`src/tcse_pkg.sv`:
```
// Shared types and constants for the text console scroll engine.
package tcse_pkg;

  localparam int DEF_COLUMNS     = 12;
  localparam int DEF_LINES       = 4;
  localparam int DEF_QUEUE_DEPTH = 16;

  localparam int LINE_FW = 2;
  localparam int COL_FW  = 4;
  localparam int CHAR_W  = 8;

  localparam logic [CHAR_W-1:0] SPACE_CHAR = 8'd32;
  localparam logic [CHAR_W-1:0] NUL_CHAR   = 8'd0;

  typedef enum logic [1:0] {
    ACT_ENQUEUE     = 2'd0,
    ACT_TICK        = 2'd1,
    ACT_CLEAR_ALL   = 2'd2,
    ACT_CLEAR_QUEUE = 2'd3
  } action_t;

  typedef struct packed {
    action_t            action;
    logic [CHAR_W-1:0]  char_code;
  } in_item_t;

  typedef struct packed {
    logic [LINE_FW-1:0] cell_line;
    logic [COL_FW-1:0]  cell_column;
    logic [CHAR_W-1:0]  cell_char;
    logic               highlight;
    logic               last_draw;
  } out_item_t;

  // One cell draw on its way to the output register.
  typedef struct packed {
    out_item_t item;
    logic      use_ram;
    logic      written;
  } draw_t;

  typedef struct packed {
    logic              push;
    logic              pop;
    logic              clear;
    logic [CHAR_W-1:0] code;
  } queue_cmd_t;

endpackage

```
`src/text_console_scroll_engine.sv`:
```
// Text console scroll engine: enqueue, clear and a tick with nothing to do leave it idle. A tick
// that prints goes to S_DRAW (through S_POP first when it pops the queue) before the next item;
// a repaint tick draws one cell on every line of its column. Draws leave at one a cycle while
// draw_stall is low, set by the single read port of the text RAM; each passes the RAM read stage
// and the output register. Reset clears all control state at once with no clearing pass: cells
// read as space unless they lie before the cursor, and a scroll rotates the line offset instead.
module text_console_scroll_engine import tcse_pkg::*; #(
  parameter int COLUMNS     = DEF_COLUMNS,
  parameter int LINES       = DEF_LINES,
  parameter int QUEUE_DEPTH = DEF_QUEUE_DEPTH
) (
  input  logic      clk,
  input  logic      rst,
  input  logic      item_valid,
  output logic      item_stall,
  input  in_item_t  item,
  output logic      draw_valid,
  input  logic      draw_stall,
  output out_item_t draw
);

  localparam int LW  = $clog2(LINES);
  localparam int CW  = $clog2(COLUMNS);
  localparam int CCW = $clog2(COLUMNS + 1);
  localparam int AW  = $clog2(LINES * COLUMNS);

  typedef enum logic [2:0] {
    S_IDLE = 3'b001,
    S_POP  = 3'b010,
    S_DRAW = 3'b100
  } state_t;

  state_t             state;
  logic [LW-1:0]      cur_line;
  logic [CCW-1:0]     cur_col;
  logic [LW-1:0]      top;
  logic               scrolling;
  logic [CCW-1:0]     rp_col;
  logic [CHAR_W-1:0]  held_char;
  logic               held_valid;
  logic               prev_valid;
  logic [LW-1:0]      prev_line;
  logic [CW-1:0]      prev_col;
  logic               repaint_mode;
  logic [LW-1:0]      k;
  logic [CHAR_W-1:0]  pch;

  logic               accept;
  logic               is_tick;
  queue_cmd_t         qcmd;
  logic               q_empty;
  logic [CHAR_W-1:0]  q_rdata;

  logic               start_print;
  logic [CHAR_W-1:0]  start_char;
  logic               overflow;
  logic               nl_scroll;
  logic [LW-1:0]      top_inc;
  logic [CCW-1:0]     rp_next;

  logic               is_prev;
  logic               is_last;
  logic [LW-1:0]      sel_line;
  logic [CW-1:0]      sel_col;
  logic [LW:0]        phys_sum;
  logic [LW-1:0]      phys;
  logic [AW-1:0]      addr;
  draw_t              cur_draw;
  logic               pipe_ready;
  logic               issue;
  logic               text_we;
  logic [CHAR_W-1:0]  text_rdata;

  assign item_stall = (state != S_IDLE);
  assign accept     = item_valid && !item_stall;
  assign is_tick    = accept && (item.action == ACT_TICK);

  assign qcmd.push  = accept && (item.action == ACT_ENQUEUE);
  assign qcmd.clear = accept && ((item.action == ACT_CLEAR_ALL) ||
                                 (item.action == ACT_CLEAR_QUEUE));
  assign qcmd.pop   = is_tick && !scrolling && !held_valid && !q_empty;
  assign qcmd.code  = item.char_code;

  tcse_queue #(
    .QUEUE_DEPTH (QUEUE_DEPTH)
  ) u_queue (
    .clk   (clk),
    .rst   (rst),
    .cmd   (qcmd),
    .empty (q_empty),
    .rdata (q_rdata)
  );

  // A print starts from the held character on a tick, or from the queue in the cycle after the pop.
  assign start_print = (state == S_POP) || (is_tick && !scrolling && held_valid);
  assign start_char  = (state == S_POP) ? q_rdata : held_char;
  assign overflow    = (cur_col >= CCW'(COLUMNS));
  assign nl_scroll   = overflow && (cur_line == LW'(LINES - 1));
  assign top_inc     = (top == LW'(LINES - 1)) ? '0 : LW'(top + 1'b1);
  assign rp_next     = CCW'(rp_col + 1'b1);

  // Select the cell of the current draw.
  always_comb begin
    is_prev  = !repaint_mode && prev_valid && (k == '0);
    is_last  = repaint_mode ? (k == LW'(LINES - 1)) : !is_prev;
    sel_line = repaint_mode ? k : (is_prev ? prev_line : cur_line);
    sel_col  = repaint_mode ? rp_col[CW-1:0] : (is_prev ? prev_col : cur_col[CW-1:0]);
    phys_sum = {1'b0, sel_line} + {1'b0, top};
    if (phys_sum >= (LW + 1)'(LINES)) begin
      phys = LW'(phys_sum - (LW + 1)'(LINES));
    end else begin
      phys = phys_sum[LW-1:0];
    end
    addr = AW'(AW'(phys) * AW'(COLUMNS)) + AW'(sel_col);

    cur_draw.item.cell_line   = LINE_FW'(sel_line);
    cur_draw.item.cell_column = COL_FW'(sel_col);
    cur_draw.item.cell_char   = pch;
    cur_draw.item.highlight   = !repaint_mode && !is_prev;
    cur_draw.item.last_draw   = is_last;
    cur_draw.use_ram          = repaint_mode || is_prev;
    cur_draw.written          = (sel_line < cur_line) ||
                                ((sel_line == cur_line) && (CCW'(sel_col) < cur_col));
  end

  assign issue   = (state == S_DRAW) && pipe_ready;
  assign text_we = issue && !repaint_mode && is_last;

  tcse_ram #(
    .WIDTH (CHAR_W),
    .DEPTH (LINES * COLUMNS)
  ) u_text_ram (
    .clk   (clk),
    .we    (text_we),
    .waddr (addr),
    .wdata (pch),
    .re    (issue && cur_draw.use_ram),
    .raddr (addr),
    .rdata (text_rdata)
  );

  tcse_out u_out (
    .clk        (clk),
    .rst        (rst),
    .issue      (issue),
    .issue_draw (cur_draw),
    .ram_rdata  (text_rdata),
    .ready      (pipe_ready),
    .draw_valid (draw_valid),
    .draw       (draw),
    .draw_stall (draw_stall)
  );

  always_ff @(posedge clk) begin
    if (rst) begin
      state        <= S_IDLE;
      cur_line     <= '0;
      cur_col      <= '0;
      top          <= '0;
      scrolling    <= 1'b0;
      rp_col       <= '0;
      held_char    <= '0;
      held_valid   <= 1'b0;
      prev_valid   <= 1'b0;
      prev_line    <= '0;
      prev_col     <= '0;
      repaint_mode <= 1'b0;
      k            <= '0;
      pch          <= '0;
    end else begin
      case (state)
        S_IDLE: begin
          if (accept) begin
            case (item.action)
              ACT_TICK: begin
                if (scrolling) begin
                  if (rp_col < CCW'(COLUMNS)) begin
                    repaint_mode <= 1'b1;
                    k            <= '0;
                    state        <= S_DRAW;
                  end else begin
                    scrolling <= 1'b0;
                  end
                end else if (!held_valid && !q_empty) begin
                  state <= S_POP;
                end
              end
              ACT_CLEAR_ALL: begin
                cur_line   <= '0;
                cur_col    <= '0;
                top        <= '0;
                scrolling  <= 1'b0;
                rp_col     <= '0;
                held_char  <= '0;
                held_valid <= 1'b0;
                prev_valid <= 1'b0;
              end
              ACT_CLEAR_QUEUE: begin
                scrolling  <= 1'b0;
                rp_col     <= '0;
                held_char  <= '0;
                held_valid <= 1'b0;
                prev_valid <= 1'b0;
              end
              default: begin
              end
            endcase
          end
        end
        S_POP: begin
          state <= S_IDLE;
        end
        S_DRAW: begin
          if (issue) begin
            if (!is_last) begin
              k <= LW'(k + 1'b1);
            end else begin
              state <= S_IDLE;
              if (repaint_mode) begin
                rp_col <= rp_next;
                if (rp_next >= CCW'(COLUMNS)) begin
                  scrolling <= 1'b0;
                end
              end else begin
                prev_valid <= 1'b1;
                prev_line  <= cur_line;
                prev_col   <= cur_col[CW-1:0];
                cur_col    <= CCW'(cur_col + 1'b1);
              end
            end
          end
        end
        default: begin
          state <= S_IDLE;
        end
      endcase

      if (start_print) begin
        if (nl_scroll) begin
          // rotate lines up, blank the bottom line, hold the character for after the repaint
          top        <= top_inc;
          cur_col    <= '0;
          scrolling  <= 1'b1;
          rp_col     <= '0;
          held_char  <= start_char;
          held_valid <= 1'b1;
          state      <= S_IDLE;
        end else begin
          if (overflow) begin
            cur_line <= LW'(cur_line + 1'b1);
            cur_col  <= '0;
          end
          held_valid   <= 1'b0;
          pch          <= start_char;
          repaint_mode <= 1'b0;
          k            <= '0;
          state        <= S_DRAW;
        end
      end
    end
  end

endmodule

```
`src/tcse_ram.sv`:
```
// Generic single-port-write, single-port-read RAM with registered read data.
module tcse_ram #(
  parameter int WIDTH = 8,
  parameter int DEPTH = 16
) (
  input  logic                     clk,
  input  logic                     we,
  input  logic [$clog2(DEPTH)-1:0] waddr,
  input  logic [WIDTH-1:0]         wdata,
  input  logic                     re,
  input  logic [$clog2(DEPTH)-1:0] raddr,
  output logic [WIDTH-1:0]         rdata
);

  logic [WIDTH-1:0] mem [DEPTH];

  always_ff @(posedge clk) begin
    if (we) begin
      mem[waddr] <= wdata;
    end
    if (re) begin
      rdata <= mem[raddr];
    end
  end

endmodule

```
`src/tcse_queue.sv`:
```
// Character queue: pointers and fill count around a queue RAM, oldest dropped when full.
module tcse_queue import tcse_pkg::*; #(
  parameter int QUEUE_DEPTH = DEF_QUEUE_DEPTH
) (
  input  logic              clk,
  input  logic              rst,
  input  queue_cmd_t        cmd,
  output logic              empty,
  output logic [CHAR_W-1:0] rdata
);

  localparam int QW = $clog2(QUEUE_DEPTH);
  localparam int FW = $clog2(QUEUE_DEPTH + 1);

  logic [QW-1:0] head;
  logic [QW-1:0] tail;
  logic [FW-1:0] fill;
  logic          full;
  logic          do_push;
  logic          drop;
  logic [QW-1:0] head_inc;
  logic [QW-1:0] tail_inc;

  assign empty    = (fill == '0);
  assign full     = (fill == FW'(QUEUE_DEPTH));
  assign do_push  = cmd.push && (cmd.code != NUL_CHAR);
  assign drop     = do_push && full;
  assign head_inc = (head == QW'(QUEUE_DEPTH - 1)) ? '0 : QW'(head + 1'b1);
  assign tail_inc = (tail == QW'(QUEUE_DEPTH - 1)) ? '0 : QW'(tail + 1'b1);

  always_ff @(posedge clk) begin
    if (rst || cmd.clear) begin
      head <= '0;
      tail <= '0;
      fill <= '0;
    end else if (do_push) begin
      tail <= tail_inc;
      // full: drop the oldest, fill stays
      if (drop) begin
        head <= head_inc;
      end else begin
        fill <= FW'(fill + 1'b1);
      end
    end else if (cmd.pop) begin
      head <= head_inc;
      fill <= FW'(fill - 1'b1);
    end
  end

  tcse_ram #(
    .WIDTH (CHAR_W),
    .DEPTH (QUEUE_DEPTH)
  ) u_queue_ram (
    .clk   (clk),
    .we    (do_push),
    .waddr (tail),
    .wdata (cmd.code),
    .re    (cmd.pop),
    .raddr (head),
    .rdata (rdata)
  );

endmodule

```
`src/tcse_out.sv`:
```
// Draw pipeline: RAM read stage followed by the output register.
module tcse_out import tcse_pkg::*; (
  input  logic              clk,
  input  logic              rst,
  input  logic              issue,
  input  draw_t             issue_draw,
  input  logic [CHAR_W-1:0] ram_rdata,
  output logic              ready,
  output logic              draw_valid,
  output out_item_t         draw,
  input  logic              draw_stall
);

  logic      pend;
  draw_t     pend_draw;
  logic      load;
  out_item_t load_item;

  assign load  = pend && (!draw_valid || !draw_stall);
  assign ready = !pend || load;

  always_comb begin
    load_item = pend_draw.item;
    if (pend_draw.use_ram) begin
      // cells never written since the last blanking read as space
      load_item.cell_char = pend_draw.written ? ram_rdata : SPACE_CHAR;
    end
  end

  always_ff @(posedge clk) begin
    if (rst) begin
      pend       <= 1'b0;
      draw_valid <= 1'b0;
    end else begin
      if (issue) begin
        pend <= 1'b1;
      end else if (load) begin
        pend <= 1'b0;
      end
      if (load) begin
        draw_valid <= 1'b1;
      end else if (!draw_stall) begin
        draw_valid <= 1'b0;
      end
    end
  end

  always_ff @(posedge clk) begin
    if (issue) begin
      pend_draw <= issue_draw;
    end
    if (load) begin
      draw <= load_item;
    end
  end

endmodule

```
`config.mk`:
```
export PLATFORM = sky130hd
export DESIGN_NAME = text_console_scroll_engine
export DESIGN_NICKNAME = d
export VERILOG_FILES = /design/src/tcse_pkg.sv /design/src/text_console_scroll_engine.sv /design/src/tcse_ram.sv /design/src/tcse_queue.sv /design/src/tcse_out.sv
export SDC_FILE = /design/constraint.sdc
export NUM_CORES = 1
export LEC_CHECK = 0
export BUFFER_PORTS_ARGS = -buffer_cell sky130_fd_sc_hd__buf_2
export CORE_UTILIZATION = 40
export DETAILED_ROUTE_END_ITERATION = 16
export PLACE_DENSITY = 0.63
export REMOVE_ABC_BUFFERS = 1
export SETUP_SLACK_MARGIN = 0.15
export SYNTH_ARGS = -nofsm -noshare
export SYNTH_HDL_FRONTEND = slang
export SYNTH_HIERARCHICAL = 1
export SYNTH_SLANG_ARGS = --single-unit
```
`constraint.sdc`:
```
create_clock -name clk -period 4.3 [get_ports clk]
set_input_delay 0.86 -clock clk [delete_from_list [all_inputs] [get_ports clk]]
set_output_delay 0.86 -clock clk [all_outputs]
set_load 0.01 [all_outputs]
```
==> impl_metrics.tcl <==
set metrics [dict create \
    grt_pass1_wl_um 80400 \
    p_leak_uw 0.00908 \
    place_hpwl_um 34000 \
    core_um2 61800 \
    clock-sinks 620 \
    power.switching_uw 2310 \
    area_growth_pct 15.1 \
    cts_root_buffer "clkbuf_16" \
    synth_edf_count 562 \
    utilization_pct 46.7 \
    worst_path_most_repeated_cell "ha_1" \
    final_common_cell "edfxtp_1" \
    ys_warn_count 6 \
    p_clk_share_pct 45.0 \
    drt_wl_total_um 53300 \
    drc 0 \
    crit_path_end_kind "flop" \
    cts_buffers 59 \
    synth_seq_cells 620 \
    start_util_pct 40.6 \
    antenna_cells 0 \
    grt_pass1_vias 12978 \
    async_reset_ff_share_pct 0 \
    cp_max_fo 8 \
    die_x_um 252 \
    final_cell_mix "edfxtp_1 (562), mux2i_1 (146), buf_4 (95)" \
    io_pins 32 \
    worst-setup-path-type "flop to flop" \
    max_freq_mhz 251 \
    num_vias 13174 \
    track_usage_pct 16.8 \
    outcome "finished, final reports clean" \
    yosysUniqueCellTypes 78 \
    gp_congestion 0.826 \
    syn_area_um2 25100 \
    rsz0062_at_grt "false" \
    intPower_uw 9800 \
    synthCells 1439 \
    crit_slowest_cell "or3_2" \
    max_stage_delay_ns 0.70 \
    grt_max_degree 51 \
    fp.dieH_um 252 \
    drv_slew 0 \
    tns_ns 0 \
    crit_chain "inv_1 > ha_1 > nand2_1 > mux2i_1 > o21ai_1 > ha_1 > xnor2_1 > xnor2_1 > ha_1 > ha_1 > a21o_1 > nand2_4 > xnor2_4 > or3_2 > nor2_4" \
    critical_path.startpoint_type "flop" \
    ant_nets 0 \
    cts_tree "built" \
    slew_headroom_pct 23.2 \
    drtIter0Drc 1043 \
    drive_gt1_share_pct 22.2 \
    rows 91 \
    seq_area_frac_synth_pct 71.9 \
    viasPerCell 5.39 \
    combinationalPowerShare_pct 1.2 \
    seq_power_share_pct 53.8 \
    antenna_found_initial 0 \
    yosysTopAreaCell "edfxtp_1" \
    worst_slack_ns 0.312 \
    dieArea_um2 63700 \
    maxCapViolations 0 \
    finalCritPeriodShare_pct 92.7 \
    fillers 5182 \
    p_per_area_nw_per_um2 419 \
    setup_viol 0 \
    fin_total_pwr_uw 12100 \
    nets 1596 \
    critPathRequiredTime_ns 4.60 \
    syn_avg_cell_area_um2 17.4 \
    cts.reportedPaths.clkPinSlew_ns 0.06 \
    overflow 0 \
    cp_num_buf_inv 1 \
    swShare_pct 19.1 \
    port_buffers 31 \
    synthTopCellsByArea "edfxtp_1 (67%), mux2i_1 (5.8%), mux4_2 (5.2%)" \
    clockBufferDepth 3 \
    skew_ns 0.0249 \
    whs_ns 0.419 \
    wl_per_cell_um 21.8 \
    dr.pass1.iters 5 \
    cts_max_level 2 \
    worstMarginPinSlew_ns 1.15 \
    synth_ff_type "edfxtp_1" \
    fin_crit_ns 3.99 \
    synth_top_area_share_pct 67.3 \
    post-place-ws_ns -0.194 \
    finalHoldViolations 0 \
    worstSkewPairLatency_ns 0.62 \
    vdd_drop_max_mv 0.364 \
    crit_arrival_ns 4.29 \
    hold_path.class "flop to flop" \
    cpLargestDelayFamily "simple AND/OR/NAND/NOR gates" \
]
power groups by stage:
stage | sequential (µW) | clock [µW] | combinational (µW)
2_1_floorplan | 6650 | 0 | 81.4
3_3_place_gp | 6650 | 0 | 138
3_5_place_dp | 6650 | 0 | 143
4_1_cts | 6520 | 5550 | 144
5_1_grt | 6520 | 5800 | 157
6_report | 6520 | 5450 | 142
Yosys cell counts (3+ instances only):
library cell     number
or3_1                 3
clkbuf_1             19
and3_1                4
edfxtp_1            562
o31ai_1               4
o21ai_0              10
o211ai_1              3
nand2b_1             10
nor3_1               12
and2_1                6
a221oi_1             16
nor2_1               84
xor2_1                4
o311ai_1              3
xnor2_1               5
a22o_1               30
a211oi_1              4
mux2i_1             146
nand3_1              23
clkdlybuf4s25_2       3
a21o_1                4
nor2b_1              10
o41ai_2               8
a31oi_1               3
buf_1                11
o22ai_1              10
buf_4                15
nand3b_1             10
a211oi_2              6
dfxtp_1              58
buf_2                10
a22oi_1              50
or3b_2                4
ha_1                 21
a21oi_1              53
buf_6                14
mux4_1               14
or2_2                 3
inv_1                21
nand2_1              57
mux4_2               58
nand4_1               5
final cells by class:
cell class / count / area, µm² / area share, %
Clock buffer: 69 / 1550 / 5.35
Tap cell: 837 / 1050 / 3.63
Sequential cell: 620 / 18000 / 62.5
Clock inverter: 42 / 515 / 1.78
Multi-Input combinational cell: 724 / 6680 / 23.1
Timing Repair Buffer: 131 / 960 / 3.32
Inverter: 23 / 86.3 / 0.299
worst register-to-register path: stages (launching register included):
cell and delay, ns:
dfxtp_1 0.36, inv_1 0.07, ha_1 0.22, nand2_1 0.12, mux2i_1 0.19, o21ai_1 0.10
ha_1 0.20, xnor2_1 0.13, xnor2_1 0.23, ha_1 0.30, ha_1 0.29, a21o_1 0.21
nand2_4 0.12, xnor2_4 0.11, or3_2 0.70, nor2_4 0.32
worst paths after layout:
path,from,endpoint,slack (ns),cells after the start
worst max-delay path,k[1],u_text_ram/mem[4][6],0.31,15
worst min-delay path,u_out/load_item[12],u_out/draw[12],0.42,0
worst max register to register,k[1],u_text_ram/mem[4][6],0.31,15
worst min register to register,u_out/load_item[12],u_out/draw[12],0.42,0
logic make-up (layout without fill, tap and decap cells):
group                      count (synthesis)  count (layout)  synth area share, %
buffers and inverters                     96             265                 2.21
xor gates and xnor gates                   9              10                0.314
AOI/OAI and AO/OA                        221             221                 6.63
and+or+nand+nor                          250             250                 5.08
adders and majority gates                 23              23                 1.21
DFF                                      620             620                 71.9
muxes                                    220             220                 12.6
what timing repair did:
item                       CTS  global route
cloned                       0             1
hold buffers                 0             0
pin swaps                    0             6
setup buffers                0             1
resized for setup            6            31
hold endpoints to repair     0             0
setup endpoints to repair  237           389
routing by layer:
| metal | vias up | global-route usage, % | wire [µm] |
|---|---|---|---|
| met5 | - | 0 | 0 |
| met4 | 0 | 5.23 | 1350 |
| met3 | 85 | 2.68 | 2970 |
| met2 | 399 | 27.1 | 25900 |
| met1 | 6667 | 23.2 | 23100 |
| li1 | 6023 | - | - |
registers in the layout, indices dropped and copies added (netlist names), 2 cells and up:
name                       flops
u_text_ram/mem               384
u_queue/u_queue_ram/mem      128
u_out/draw                    16
u_out/pend_draw               10
held_char                      8
pch                            8
u_out/load_item                8
u_queue/u_queue_ram/rdata      8
u_text_ram/rdata               8
u_queue/fill                   5
cur_col                        4
prev_col                       4
rp_col                         4
u_queue/head                   4
u_queue/tail                   4
state                          3
cur_line                       2
k                              2
prev_line                      2
top                            2
metrics by stage:
step           area [µm²]  std cells
4_1_cts             28700       2444
3_5_place_dp        26700       2333
5_1_grt             28900       2446
6_report            28900       2446
2_1_floorplan       24600       1366
3_3_place_gp        26700       2333
(Power assumes the default switching activity.)
